===== src/design/mfm_pkg.sv =====
`timescale 1ns / 1ps
// Package for the clause 22 MDIO management frame master.
// Holds the word layouts, configuration types, register indexes and frame constants.
package mfm_pkg;

    // Input word, last field in the lowest bits.
    typedef struct packed {
        logic [1:0]  pad;
        logic        mdio_in;
        logic [15:0] write_data;
        logic [4:0]  register_address;
        logic [4:0]  phy_address;
        logic [1:0]  opcode;
        logic        request;
    } in_word_t;

    // Result word, last field in the lowest bits.
    typedef struct packed {
        logic [2:0]  pad;
        logic [15:0] read_data;
        logic        done_res;
        logic        busy_res;
        logic        mdio_drive;
        logic        mdio_out;
        logic        mdc;
    } res_word_t;

    typedef struct packed {
        logic [7:0] half_period_cycles;
        logic [5:0] preamble_bits;
        logic [1:0] start_bits;
    } cfg_t;

    typedef enum logic [1:0] {
        CFG_HALF_PERIOD = 2'd0,
        CFG_PREAMBLE    = 2'd1,
        CFG_START       = 2'd2
    } cfg_index_t;

    localparam logic [7:0] HALF_PERIOD_RESET = 8'd50;
    localparam logic [5:0] PREAMBLE_RESET    = 6'd32;
    localparam logic [1:0] START_RESET       = 2'b01;

    localparam logic [5:0] MAX_PREAMBLE    = 6'd32;
    localparam logic [6:0] HEADER_CELLS    = 7'd14;
    localparam logic [6:0] WRITE_LAST_CELL = 7'd32;
    localparam logic [6:0] READ_TA_CELL    = 7'd14;
    localparam logic [6:0] READ_LAST_CELL  = 7'd31;
    localparam logic [1:0] TA_PATTERN      = 2'b10;

endpackage


===== src/design/mdio_management_frame_master.sv =====
`timescale 1ns / 1ps
// Top level of the clause 22 MDIO management frame master.
// Holds the configuration registers and the result register; uses mfm_pkg and mfm_frame_engine.
//
//  Channel  Direction  Handshake           Payload
//  s_*      in         s_tvalid/s_tready   s_tdata: one clock tick of request and pin sample
//  m_*      out        m_tvalid/m_tready   m_tdata: pin levels, status and read data
//  cfg_*    in         cfg_valid/cfg_ready cfg_index, cfg_data: register write
//
// Each input word yields one result word, registered, in the cycle after it is accepted.
// One word per cycle is sustained while m_tready is high. The result register is refilled in
// the cycle it is taken, so s_tready follows m_tready whenever a result is waiting.
// Reset clears the frame state and loads the register defaults (50, 32, 01).
// Configuration writes are always taken and act from the next cycle.
module mdio_management_frame_master (
    input  logic        clk,
    input  logic        rst_n,
    input  logic        s_tvalid,
    output logic        s_tready,
    // request, opcode[1:0], phy_address[4:0], register_address[4:0],
    // write_data[15:0], mdio_in, zero fill
    input  logic [31:0] s_tdata,
    output logic        m_tvalid,
    input  logic        m_tready,
    // mdc, mdio_out, mdio_drive, busy_res, done_res, read_data[15:0], zero fill
    output logic [23:0] m_tdata,
    input  logic        cfg_valid,
    output logic        cfg_ready,
    input  logic [1:0]  cfg_index,
    input  logic [7:0]  cfg_data
);
    import mfm_pkg::*;

    cfg_t      cfg_reg;
    in_word_t  in_word;
    res_word_t res_word;
    res_word_t out_reg;
    logic      out_valid_reg;
    logic      step;

    assign in_word   = in_word_t'(s_tdata);
    assign s_tready  = !out_valid_reg || m_tready;
    assign step      = s_tvalid && s_tready;
    assign cfg_ready = 1'b1;
    assign m_tvalid  = out_valid_reg;
    assign m_tdata   = out_reg;

    always_ff @(posedge clk or negedge rst_n)
    begin
        if (!rst_n)
        begin
            cfg_reg.half_period_cycles <= HALF_PERIOD_RESET;
            cfg_reg.preamble_bits      <= PREAMBLE_RESET;
            cfg_reg.start_bits         <= START_RESET;
        end
        else if (cfg_valid)
        begin
            unique case (cfg_index)
                CFG_HALF_PERIOD: cfg_reg.half_period_cycles <= cfg_data;
                CFG_PREAMBLE:    cfg_reg.preamble_bits      <= cfg_data[5:0];
                CFG_START:       cfg_reg.start_bits         <= cfg_data[1:0];
                default:         ;
            endcase
        end
    end

    mfm_frame_engine u_engine (
        .clk      (clk),
        .rst_n    (rst_n),
        .step     (step),
        .in_word  (in_word),
        .cfg      (cfg_reg),
        .res_word (res_word)
    );

    always_ff @(posedge clk or negedge rst_n)
    begin
        if (!rst_n)
        begin
            out_valid_reg <= 1'b0;
        end
        else if (s_tready)
        begin
            out_valid_reg <= s_tvalid;
        end
    end

    always_ff @(posedge clk)
    begin
        if (step)
        begin
            out_reg <= res_word;
        end
    end

    a_step_fills_output: assert property (@(posedge clk) disable iff (!rst_n)
        step |=> m_tvalid)
        else $error("accepted word produced no result");

    a_out_drive: assert property (@(posedge clk) disable iff (!rst_n)
        m_tvalid && out_reg.mdio_out |-> out_reg.mdio_drive)
        else $error("mdio_out high while MDIO is released");

    a_out_done_busy: assert property (@(posedge clk) disable iff (!rst_n)
        m_tvalid && out_reg.done_res |-> out_reg.busy_res)
        else $error("done without busy");

endmodule


===== src/design/mfm_frame_engine.sv =====
`timescale 1ns / 1ps
// Frame sequencer: cell counter, MDC half-period divider and shift registers.
// Uses mfm_pkg for word layouts and frame constants.
module mfm_frame_engine (
    input  logic              clk,
    input  logic              rst_n,
    input  logic              step,
    input  mfm_pkg::in_word_t in_word,
    input  mfm_pkg::cfg_t     cfg,
    output mfm_pkg::res_word_t res_word
);
    import mfm_pkg::*;

    logic        active_reg, active_next;
    logic [6:0]  cell_reg, cell_next;
    logic        second_half_reg, second_half_next;
    logic [7:0]  div_reg, div_next;
    logic [31:0] shift_reg, shift_next;
    logic        read_frame_reg, read_frame_next;
    logic [15:0] sampled_reg, sampled_next;

    logic [5:0] pre;
    logic [7:0] half;
    logic [6:0] k;
    logic       driven;
    logic       sample;
    logic       last;
    logic       bit_value;
    logic       half_end;

    always_comb
    begin
        active_next      = active_reg;
        cell_next        = cell_reg;
        second_half_next = second_half_reg;
        div_next         = div_reg;
        shift_next       = shift_reg;
        read_frame_next  = read_frame_reg;
        sampled_next     = sampled_reg;

        pre       = (cfg.preamble_bits > MAX_PREAMBLE) ? MAX_PREAMBLE : cfg.preamble_bits;
        half      = (cfg.half_period_cycles == 8'd0) ? 8'd1 : cfg.half_period_cycles;
        k         = cell_reg - {1'b0, pre};
        driven    = 1'b0;
        sample    = 1'b0;
        last      = 1'b0;
        bit_value = 1'b0;
        half_end  = ({1'b0, div_reg} + 9'd1) >= {1'b0, half};

        res_word = '0;

        if (!active_reg)
        begin
            if (in_word.request)
            begin
                shift_next = {cfg.start_bits, in_word.opcode, in_word.phy_address,
                              in_word.register_address, TA_PATTERN, in_word.write_data};
                read_frame_next  = in_word.opcode[1];
                active_next      = 1'b1;
                cell_next        = '0;
                second_half_next = 1'b0;
                div_next         = '0;
            end
        end
        else
        begin
            res_word.busy_res = 1'b1;
            if (cell_reg < {1'b0, pre})
            begin
                driven    = 1'b1;
                bit_value = 1'b1;
            end
            else if ((k < HEADER_CELLS) || (!read_frame_reg && (k < WRITE_LAST_CELL)))
            begin
                driven    = 1'b1;
                bit_value = shift_reg[5'd31 - k[4:0]];
            end
            else if (read_frame_reg)
            begin
                sample = (k > READ_TA_CELL) && (k < READ_LAST_CELL);
                last   = (k >= READ_LAST_CELL);
            end
            else
            begin
                last = 1'b1;
            end

            res_word.mdio_drive = driven;
            res_word.mdio_out   = driven & bit_value;
            res_word.mdc        = driven ? second_half_reg : !second_half_reg;

            if (half_end)
            begin
                div_next = '0;
                if (second_half_reg)
                begin
                    second_half_next = 1'b0;
                    if (sample)
                    begin
                        sampled_next = {sampled_reg[14:0], in_word.mdio_in};
                    end
                    if (last)
                    begin
                        active_next       = 1'b0;
                        cell_next         = '0;
                        res_word.done_res = 1'b1;
                    end
                    else
                    begin
                        cell_next = cell_reg + 7'd1;
                    end
                end
                else
                begin
                    second_half_next = 1'b1;
                end
            end
            else
            begin
                div_next = div_reg + 8'd1;
            end
        end

        res_word.read_data = sampled_next;
    end

    always_ff @(posedge clk or negedge rst_n)
    begin
        if (!rst_n)
        begin
            active_reg      <= 1'b0;
            cell_reg        <= '0;
            second_half_reg <= 1'b0;
            div_reg         <= '0;
            shift_reg       <= '0;
            read_frame_reg  <= 1'b0;
            sampled_reg     <= '0;
        end
        else if (step)
        begin
            active_reg      <= active_next;
            cell_reg        <= cell_next;
            second_half_reg <= second_half_next;
            div_reg         <= div_next;
            shift_reg       <= shift_next;
            read_frame_reg  <= read_frame_next;
            sampled_reg     <= sampled_next;
        end
    end

    a_request_starts: assert property (@(posedge clk) disable iff (!rst_n)
        step && !active_reg && in_word.request |=> active_reg && (cell_reg == 7'd0))
        else $error("accepted request did not start a frame");

    a_done_ends: assert property (@(posedge clk) disable iff (!rst_n)
        step && res_word.done_res |=> !active_reg && (cell_reg == 7'd0))
        else $error("frame still active after done");

    a_sample_read_only: assert property (@(posedge clk) disable iff (!rst_n)
        step && (sampled_next != sampled_reg) |-> active_reg && read_frame_reg && !driven)
        else $error("sampled bits changed outside a read data cell");

    a_idle_silent: assert property (@(posedge clk) disable iff (!rst_n)
        !active_reg |-> !res_word.busy_res && !res_word.mdio_drive && !res_word.mdc)
        else $error("idle engine shows frame activity");

endmodule


===== config.mk =====
export PLATFORM = sky130hd
export DESIGN_NAME = mdio_management_frame_master
export DESIGN_NICKNAME = d
export VERILOG_FILES = /design/src/design/mfm_pkg.sv /design/src/design/mdio_management_frame_master.sv /design/src/design/mfm_frame_engine.sv
export SDC_FILE = /design/constraint.sdc
export NUM_CORES = 1
export LEC_CHECK = 0
export ABC_AREA = 1
export BUFFER_PORTS_ARGS = -buffer_cell sky130_fd_sc_hd__buf_2
export CAP_MARGIN = 30
export CORE_MARGIN = 2
export CORE_UTILIZATION = 40
export DETAILED_ROUTE_END_ITERATION = 7
export PLACE_DENSITY = 0.66
export SYNTH_ARGS = -nofsm -noshare
export SYNTH_HDL_FRONTEND = slang
export SYNTH_SLANG_ARGS = --single-unit

===== constraint.sdc =====
create_clock -name clk -period 7 [get_ports clk]
set_input_delay 1.4 -clock clk [delete_from_list [all_inputs] [get_ports clk]]
set_output_delay 1.4 -clock clk [all_outputs]
set_load 0.005 [all_outputs]

# Word-level counts from Yosys, hierarchy flattened
# Cells that the tools add are included.
[totals]
regBits = 103
inputBits = 47
output_inout_bits = 27
[classes]
n_addsub = 5
order_cmp = 9
n_eq_ne = 4
mux = 42
bitwise = 2
n_reduce_logical = 19
[ops]
columns = ["cell", "n"]
rows = [
  ["$mux 16", 4],
  ["$mux 7", 5],
  ["$mux 8", 4],
  ["$mux 1", 26],
  ["$add 8x1->9 const B", 1],
  ["$ge 9x8->1", 1],
  ["$reduce_and 3->1", 3],
  ["$add 8x1->8 const B", 1],
  ["$logic_not 8->1", 1],
  ["$reduce_and 2->1", 4],
  ["$add 7x1->7 const B", 1],
  ["$ge 7x5->1 const B", 1],
  ["$gt 7x4->1 const B", 1],
  ["$lt 7x4->1 const B", 1],
  ["$lt 7x5->1 const B", 1],
  ["$lt 7x6->1", 1],
  ["$lt 7x6->1 const B", 1],
  ["$sub 7x6->7", 1],
  ["$gt 6x6->1 const B", 1],
  ["$lt 5x6->1 const B", 1],
  ["$mux 6", 1],
  ["$bmux 1 s5", 1],
  ["$sub 5x5->5 const A", 1],
  ["$mux 4", 1],
  ["11 further kinds", 17],
]

# Logic depth before layout (Yosys ltp)
# Gate-level depths: netlist of run 1.
[logic_depth]
ltp_word = 13
depth_mapped = 20
mapped_depth_nobuf = 20

# By module
# Synthesis of run 1 repeated with hierarchy kept, for this count alone.
[hier_totals]
hier_cells = 638
hier_area_um2 = 5681.7
[modules_own_cells]
columns = ["mod", "n_inst", "cells_per_inst", "area_each_um2"]
rows = [
  ["mfm_frame_engine", 1, 533, 4209.0],
  ["mdio_management_frame_master", 1, 105, 1472.7],
]

# Worst setup path before layout of run 1
# OpenSTA, ideal clock, no wires.
[synth_timing]
path_type = "input -> output"
start = "in m_tready"
end = "out s_tready"
arrival_time_ns = 1.504
required_time_ns = 5.600
slack_ns = 4.096
path_stages = 2
path_buffers = 0
path_cell_list = "inv_1 nand2_2"
[synth_via]
elab_chain_cells = 1
[synth_rtl]
columns = ["item", "line", "rtl"]
rows = [
  ["start: declaration", "mdio_management_frame_master.sv:24", "input logic m_tready,"],
  ["$logic_or 1x1->1", "mdio_management_frame_master.sv:42", "assign s_tready = !out_valid_reg || m_tready;"],
  ["end: declaration", "mdio_management_frame_master.sv:19", "output logic s_tready,"],
]
# Every way passes these cells.

==> results of run 1 <==
[how the worst max path moves through the flow]
stage	start	end	cells past startpoint
after floorplan	m_tready	s_tready	2
after CTS	cfg_reg[7]	m_tdata[20]	11
after global routing	cfg_reg[7]	m_tdata[20]	11
after global placement	m_tready	u_engine.shift_reg[15]	9
final	cfg_reg[7]	m_tdata[20]	11
after detailed placement	m_tready	u_engine.shift_reg[25]	9
[metal layers]
layer  vias to the layer above  part of all wire, %
met5                         -                    0
met4                         0                  1.5
met3                        13                  3.6
met2                        85                   49
met1                      1941                   46
li1                       2074                    -
[cell usage in the layout, fill, tap and decap left out, drive strengths merged, types with 11 or more instances in the layout]
master | synthesis | final
o21ai | 36 | 36
nor2 | 48 | 48
inv | 66 | 68
ha | 17 | 17
mux2 | 23 | 23
edfxtp | 21 | 21
buf | 13 | 70
nand2 | 193 | 193
nand3 | 49 | 49
clkbuf | 7 | 11
dfrtp | 76 | 76
a21oi | 23 | 23
[kinds of logic (layout without fill, tap and decap cells)]
| family | Yosys count | count (layout) | synth area share (%) |
|---|---|---|---|
| other | 2 | 4 | 0.140 |
| and+or+nand+nor | 299 | 299 | 25.7 |
| AOI/OAI and AO/OA | 64 | 64 | 6.22 |
| buffers and inverters | 88 | 154 | 7.11 |
| DFF | 102 | 102 | 49.8 |
| xor gates and xnor gates | 11 | 11 | 1.80 |
| adders and majority gates | 18 | 18 | 4.35 |
| muxes | 23 | 23 | 4.84 |
[final cells by class]
cell class | instances | share of cell area (%)
clock buffers | 11 | 3.97
clock inverters | 5 | 0.655
inverters | 68 | 4.18
multi-input cells | 419 | 37.8
flip-flops and latches | 102 | 43.6
well taps | 176 | 3.60
repair buffers | 70 | 6.22
[critical path, cell delays in order, from the launching register on]
cell and delay (ns):
dfstp_2 0.54, inv_1 0.10, nand2_1 0.10, inv_1 0.06
fa_1 0.80, nor2_2 0.09, nand3_1 0.17, nor2_2 0.08
nor2_4 0.48, nand3_4 0.31, nand2_1 0.14, nand2_1 0.09
[per-stage QoR]
step / hold slack [ns] / power, mW / util (%) / setup WS [ns]
after floorplan: 0.435 / 1.32 / - / 4.10
after global placement: 0.447 / 1.47 / 44.2 / 3.67
after detailed placement: 0.452 / 1.50 / 44.4 / 3.65
after CTS: 0.470 / 1.98 / 46.5 / 3.74
after global routing: 0.491 / 2.12 / 46.5 / 3.50
final: 0.468 / 1.97 / 46.5 / 3.78
[power groups by stage]
stage	clock (mW)	combinational (mW)	sequential, mW
final	0.481	0.701	0.786
after global routing	0.513	0.808	0.800
after CTS	0.488	0.707	0.786
after detailed placement	0	0.704	0.797
after global placement	0	0.675	0.793
after floorplan	0	0.543	0.779
==> flow_metrics.tcl, run 1 <==
set metrics [dict create \
    status "complete, no violations" \
    rsz0062_at_grt "no" \
    synth_seq_cells 102 \
    grt_use_total_pct 15.9 \
    synthArstFlopShare_pct 79.4 \
    stdcell_area_um2 6110 \
    synth.distinct_cells 38 \
    root_buffer "clkbuf_16" \
    fmax_mhz 311 \
    skew_ns 0.00945 \
    r2r-start "cfg_reg[7]" \
    htreeDepth 3 \
    tns_ns 0 \
    cts_tree "built" \
    synth.largest_area_cell "dfrtp_1" \
    yosys-top-cells-count "173 x nand2_1, 76 x dfrtp_1, 65 x inv_1" \
    ys.flop_type "dfrtp_1" \
    setup_viol 0 \
    path_max_fanout 18 \
    clkSinkCount 102 \
    path_class "flop to flop" \
    slew_viol_final 0 \
    grtUsageMet3_pct 3.04 \
    antenna_found_initial 0 \
    finalHoldViolCount 0 \
    grt_pass1_vias 4090 \
    placed_area_um2 5830 \
    switchingPower_uw 742 \
    post_cts_resized 0 \
    final_antenna_net_count 0 \
    nNetsFinal 735 \
    r2r_slack_ns 3.78 \
    p_int_mw 1.23 \
    synth.avg_cell_area_um2 8.81 \
    grt_pass1_wl_um 18500 \
    drtPass1Iterations 4 \
    power.leakage_nw 3.17 \
    seq_power_share_pct 39.9 \
    yosys_warnings 0 \
    worstHoldPathType "flop to flop" \
    synth_area_leaders "dfrtp_1 36%, nand2_1 12%, edfxtp_1 12%" \
    worst_ep_required_time_ns 7.09 \
    synthCells 607 \
    grt_use_met2_pct 27.1 \
    hp-start "u_engine.shift_reg[17]" \
    cellPowerDensity_nw_per_um2 322 \
    grt.overflow.total 0 \
    drt-initial-drc-count 371 \
    dp_hpwl_um 7610 \
    netlist_area_um2 5350 \
    grt_max_degree 71 \
    critical_path_arrival_ns 3.31 \
    synth_seq_area_share_pct 49.8 \
    vias 4113 \
    layout.cells.non_filler 851 \
    cts_hold_buf 0 \
    num_rows 42 \
    areaGrowthSynthToFinish_pct 14.3 \
    place_inst 835 \
    relSlewSlack_pct 60.2 \
    r2r_end "m_tdata[20]" \
    coreArea_um2 13100 \
    num_antenna_cells 0 \
    startpoint_type "flop" \
    worstRegToRegCells 11 \
    remaining_drc_errors 0 \
    grtUsageMet1_pct 20.1 \
    multi_input_area_um2 2310 \
    crit_path_end_kind "flop" \
    synth.top_cell.area_share_pct 35.6 \
    min_period_over_period_pct 46.0 \
    synth_most_common_cell "nand2_1" \
    switching_share_pct 37.7 \
    peakVddDrop_mv 0.181 \
    routed_wl_um 10700 \
    fp.dieW_um 120 \
    start_util_pct 40.7 \
    avgRoutedWirePerCell_um 12.6 \
    clk-insertion-delay-late_ns 0.35 \
    dieArea_um2 14300 \
    min_period_ns 3.22 \
    tightest_slew_ns 0.596 \
    cap_violations 0 \
    drive_gt1_share_pct 23.0 \
    regArea_um2 2660 \
    grt_most_used_layer "met2" \
    viasPerCell 4.83 \
    postCtsSetupBuffers 0 \
    clock_power_share_pct 24.5 \
    io_buffers 67 \
    cts_inserted_buffers 9 \
    hold_end "u_engine.shift_reg[17]" \
    fillers 1256 \
    largest_reg_flops 31 \
    whs_path_depth 2 \
    place_congestion 0.813 \
    combPwrFrac_pct 35.6 \
    clock_path_buffers 2 \
    chipHeight_um 120 \
    io_pins 74 \
    synth_edf_count 21 \
    cts.clk_slew.worst_paths_ns 0.07 \
]
No activity file was read; power rests on OpenSTA's default activity.
==> run 2: changes to the inputs <==
ABC_AREA = 0   (was 1)
PLACE_DENSITY = 0.68   (was 0.66)
clock period = 2.7 ns   (was 7 ns; I/O delays follow)
==> run 2 against run 1 <==
Net effect: the flow now finishes with violations (negative setup slack); sequential power increased to 2.8 times the previous value; largest power group is now combinational logic; fmax increased by 4.4%; final cell count decreased by 9.4%; critical path depth increased by 1; core utilization increased by 8.5 points; highest routed layer unchanged; critical path type unchanged; clock-buffer cell count decreased by 2; clock power increased to 2.8 times the previous value; setup slack got worse by 4.2 ns.
==> flow_metrics.tcl, run 2 <==
set metrics [dict create \
    synth-simple-area-share_pct 15.2 \
    worstPathCellList "nor2b_1 > ha_2 > fa_2 > and2b_2 > o2111a_1 > a311oi_4 > buf_6 > a2111oi_4 > buf_6 > nand3_4 > clkbuf_16 > mux2_4" \
    num_antenna_cells 0 \
    final_common_cell "nand2_1" \
    synth.avg_cell_area_um2 11.4 \
    combPwrFrac_pct 47.7 \
    cts_tree "built" \
    final_util_pct 55.0 \
    avgRoutedWirePerCell_um 14.5 \
    status "finished, violations left" \
    yosys-top-cells-count "109 x nand2_1, 76 x dfrtp_1, 33 x mux2_2" \
    grt_pass1_wl_um 18800 \
    synthCells 456 \
    failed_checks "negative setup slack" \
    tns_ns -13.47 \
    seq_power_share_pct 32.5 \
    synth_seq_area_share_pct 51.2 \
    critical_path_arrival_ns 3.32 \
    finalHoldViolCount 0 \
    vias 3859 \
    largest_reg_flops 31 \
    synth_compound_area_share_pct 9.91 \
    worstHoldPathType "primary input to async pin" \
    stdcell_area_um2 6970 \
    final_cell_mix "108 x nand2_1, 76 x dfrtp_1, 66 x buf_2" \
    htreeDepth 3 \
    final_antenna_net_count 0 \
    path_class "flop to flop" \
    drtPass1Iterations 4 \
    nNetsFinal 659 \
    num_rows 41 \
    grt_use_total_pct 16.8 \
    grt.overflow.total 0 \
    cap_violations 0 \
    cellPowerDensity_nw_per_um2 980 \
    finalPower_mw 6.83 \
    rsz0062_at_grt "yes" \
    antenna_found_initial 0 \
    clkSinkCount 102 \
    io_pins 74 \
    peakVddDrop_mv 0.586 \
    crit_path_end_kind "flop" \
    place_inst 737 \
    place_congestion 0.851 \
    grt_max_degree 47 \
    path_max_fanout 5 \
    synth_most_common_cell "nand2_1" \
    areaGrowthSynthToFinish_pct 34.0 \
    chipHeight_um 118 \
    tightest_slew_ns 0.620 \
    synthArstFlopShare_pct 79.4 \
    fp.dieW_um 118 \
    max_stage_delay_ns 0.55 \
    synth.top_cell.area_share_pct 36.6 \
    root_buffer "clkbuf_16" \
    worst_ep_required_time_ns 2.94 \
    slew_viol_final 0 \
    ys.flop_type "dfrtp_1" \
    grt_pass1_vias 3899 \
    setup_slack_ns -0.382 \
    netlist_area_um2 5200 \
    viasPerCell 5.01 \
    remaining_drc_errors 0 \
    p_int_mw 4.47 \
    clk-insertion-delay-late_ns 0.36 \
    cts_inserted_buffers 9 \
    cts_hold_buf 0 \
    relSlewSlack_pct 58.6 \
    coreArea_um2 12700 \
    synth.largest_area_cell "dfrtp_1" \
    synth_xor_area_share_pct 1.83 \
    synth_edf_count 21 \
    synth.distinct_cells 64 \
    yosys_warnings 0 \
    switching_share_pct 34.5 \
    layout.cells.non_filler 771 \
    clock_path_buffers 2 \
    min_period_ns 3.08 \
    switchingPower_mw 2.36 \
    setup_viol 45 \
    fmax_mhz 324 \
    min_period_over_period_pct 114 \
    synth_fa_ha_area_share_pct 4.47 \
    dp_hpwl_um 7820 \
    cts.clk_slew.worst_paths_ns 0.07 \
    io_buffers 67 \
    start_util_pct 41.1 \
    startpoint_type "flop" \
    power.leakage_nw 3.40 \
    synth_seq_cells 102 \
    placed_area_um2 6270 \
    clock_power_share_pct 19.8 \
    synth_area_leaders "dfrtp_1 37%, edfxtp_1 12%, nand2_1 7.9%" \
    skew_ns 0.0100 \
    cpMostUsedCell "buf_6" \
    dieArea_um2 13900 \
    drive_gt1_share_pct 42.9 \
    synth_top_family_by_area "simple AND/OR/NAND/NOR gates" \
    crit_path_top_delay_cell "dfstp_2" \
    drt-initial-drc-count 160 \
    routed_wl_um 11200 \
    synth_mux_area_share_pct 13.9 \
]
-- run 2: cell type report --
class                   instances  area, um^2
fillers                      1086        5700
inverters                      16        60.1
repair buffers                143        1010
well taps                     172         215
multi-input cells             322        2710
clock inverters                 7        85.1
clock buffers                   9         225
flip-flops and latches        102        2660
-- run 2: metrics by stage --
| stage | hold slack, ns | setup WS [ns] |
|---|---|---|
| floorplan | 0.244 | -0.342 |
| global placement | 0.452 | -0.426 |
| detailed placement | 0.457 | -0.489 |
| CTS | 0.222 | -0.366 |
| global route | 0.244 | -0.506 |
| finish | 0.200 | -0.382 |
-- run 2: critical path: cells and delay by family (launching register included) --
family          cells  cell delay [ns]
flops               1             0.55
mux                 1             0.29
compound gates      3             0.59
fa+ha+maj           2             0.55
simple gates        3             0.43
buf+inv             3             0.56
-- run 2: kinds of logic after synthesis --
| group | Yosys count |
|---|---|
| AO/OA/AOI/OAI | 66 |
| XOR/XNOR | 10 |
| adder cells (fa/ha/maj) | 18 |
| buffers and inverters | 35 |
| flip-flops | 102 |
| multiplexers | 53 |
| other | 2 |
| AND/OR/NAND/NOR | 170 |
-- run 2: power groups by stage --
| stage | combinational, mW | clock, mW | sequential [mW] |
|---|---|---|---|
| after floorplan | 1.82 | 0 | 2.17 |
| after global placement | 2.70 | 0 | 2.21 |
| after detailed placement | 2.79 | 0 | 2.24 |
| after CTS | 3.08 | 1.39 | 2.22 |
| after global routing | 3.57 | 1.46 | 2.26 |
| final | 3.26 | 1.35 | 2.22 |
-- run 2: timing repair --
action                                  4_1_cts  5_1_grt
endpoints found under the setup margin       52       53
setup buffers                                 8        8
cloned                                        1        1
gates resized for setup                      29       17
pin swaps                                     6        4
-- run 2: worst paths after layout --
kind,from,end,slack (ns),depth (start not counted)
max,cfg_reg[7],u_engine.sampled_reg[12],-0.38,12
min,rst_n,u_engine.shift_reg[1],0.20,1
max reg2reg,cfg_reg[7],u_engine.sampled_reg[12],-0.38,12
min reg2reg,u_engine.shift_reg[2],u_engine.shift_reg[2],0.47,2
max in group asynchronous,rst_n,cfg_reg[13],1.86,2
min in group clk,s_tdata[15],u_engine.shift_reg[2],0.37,3
-- run 2: metal layers --
metal  wire length, um  share of wire (%)  up-vias  track usage, %
met5                 0                  0        -               0
met4               134                1.2        0            4.52
met3               462                4.1       10            4.51
met2              5560                 50       75            28.9
met1              5020                 45     1888            20.9
li1                  -                  -     1886               -
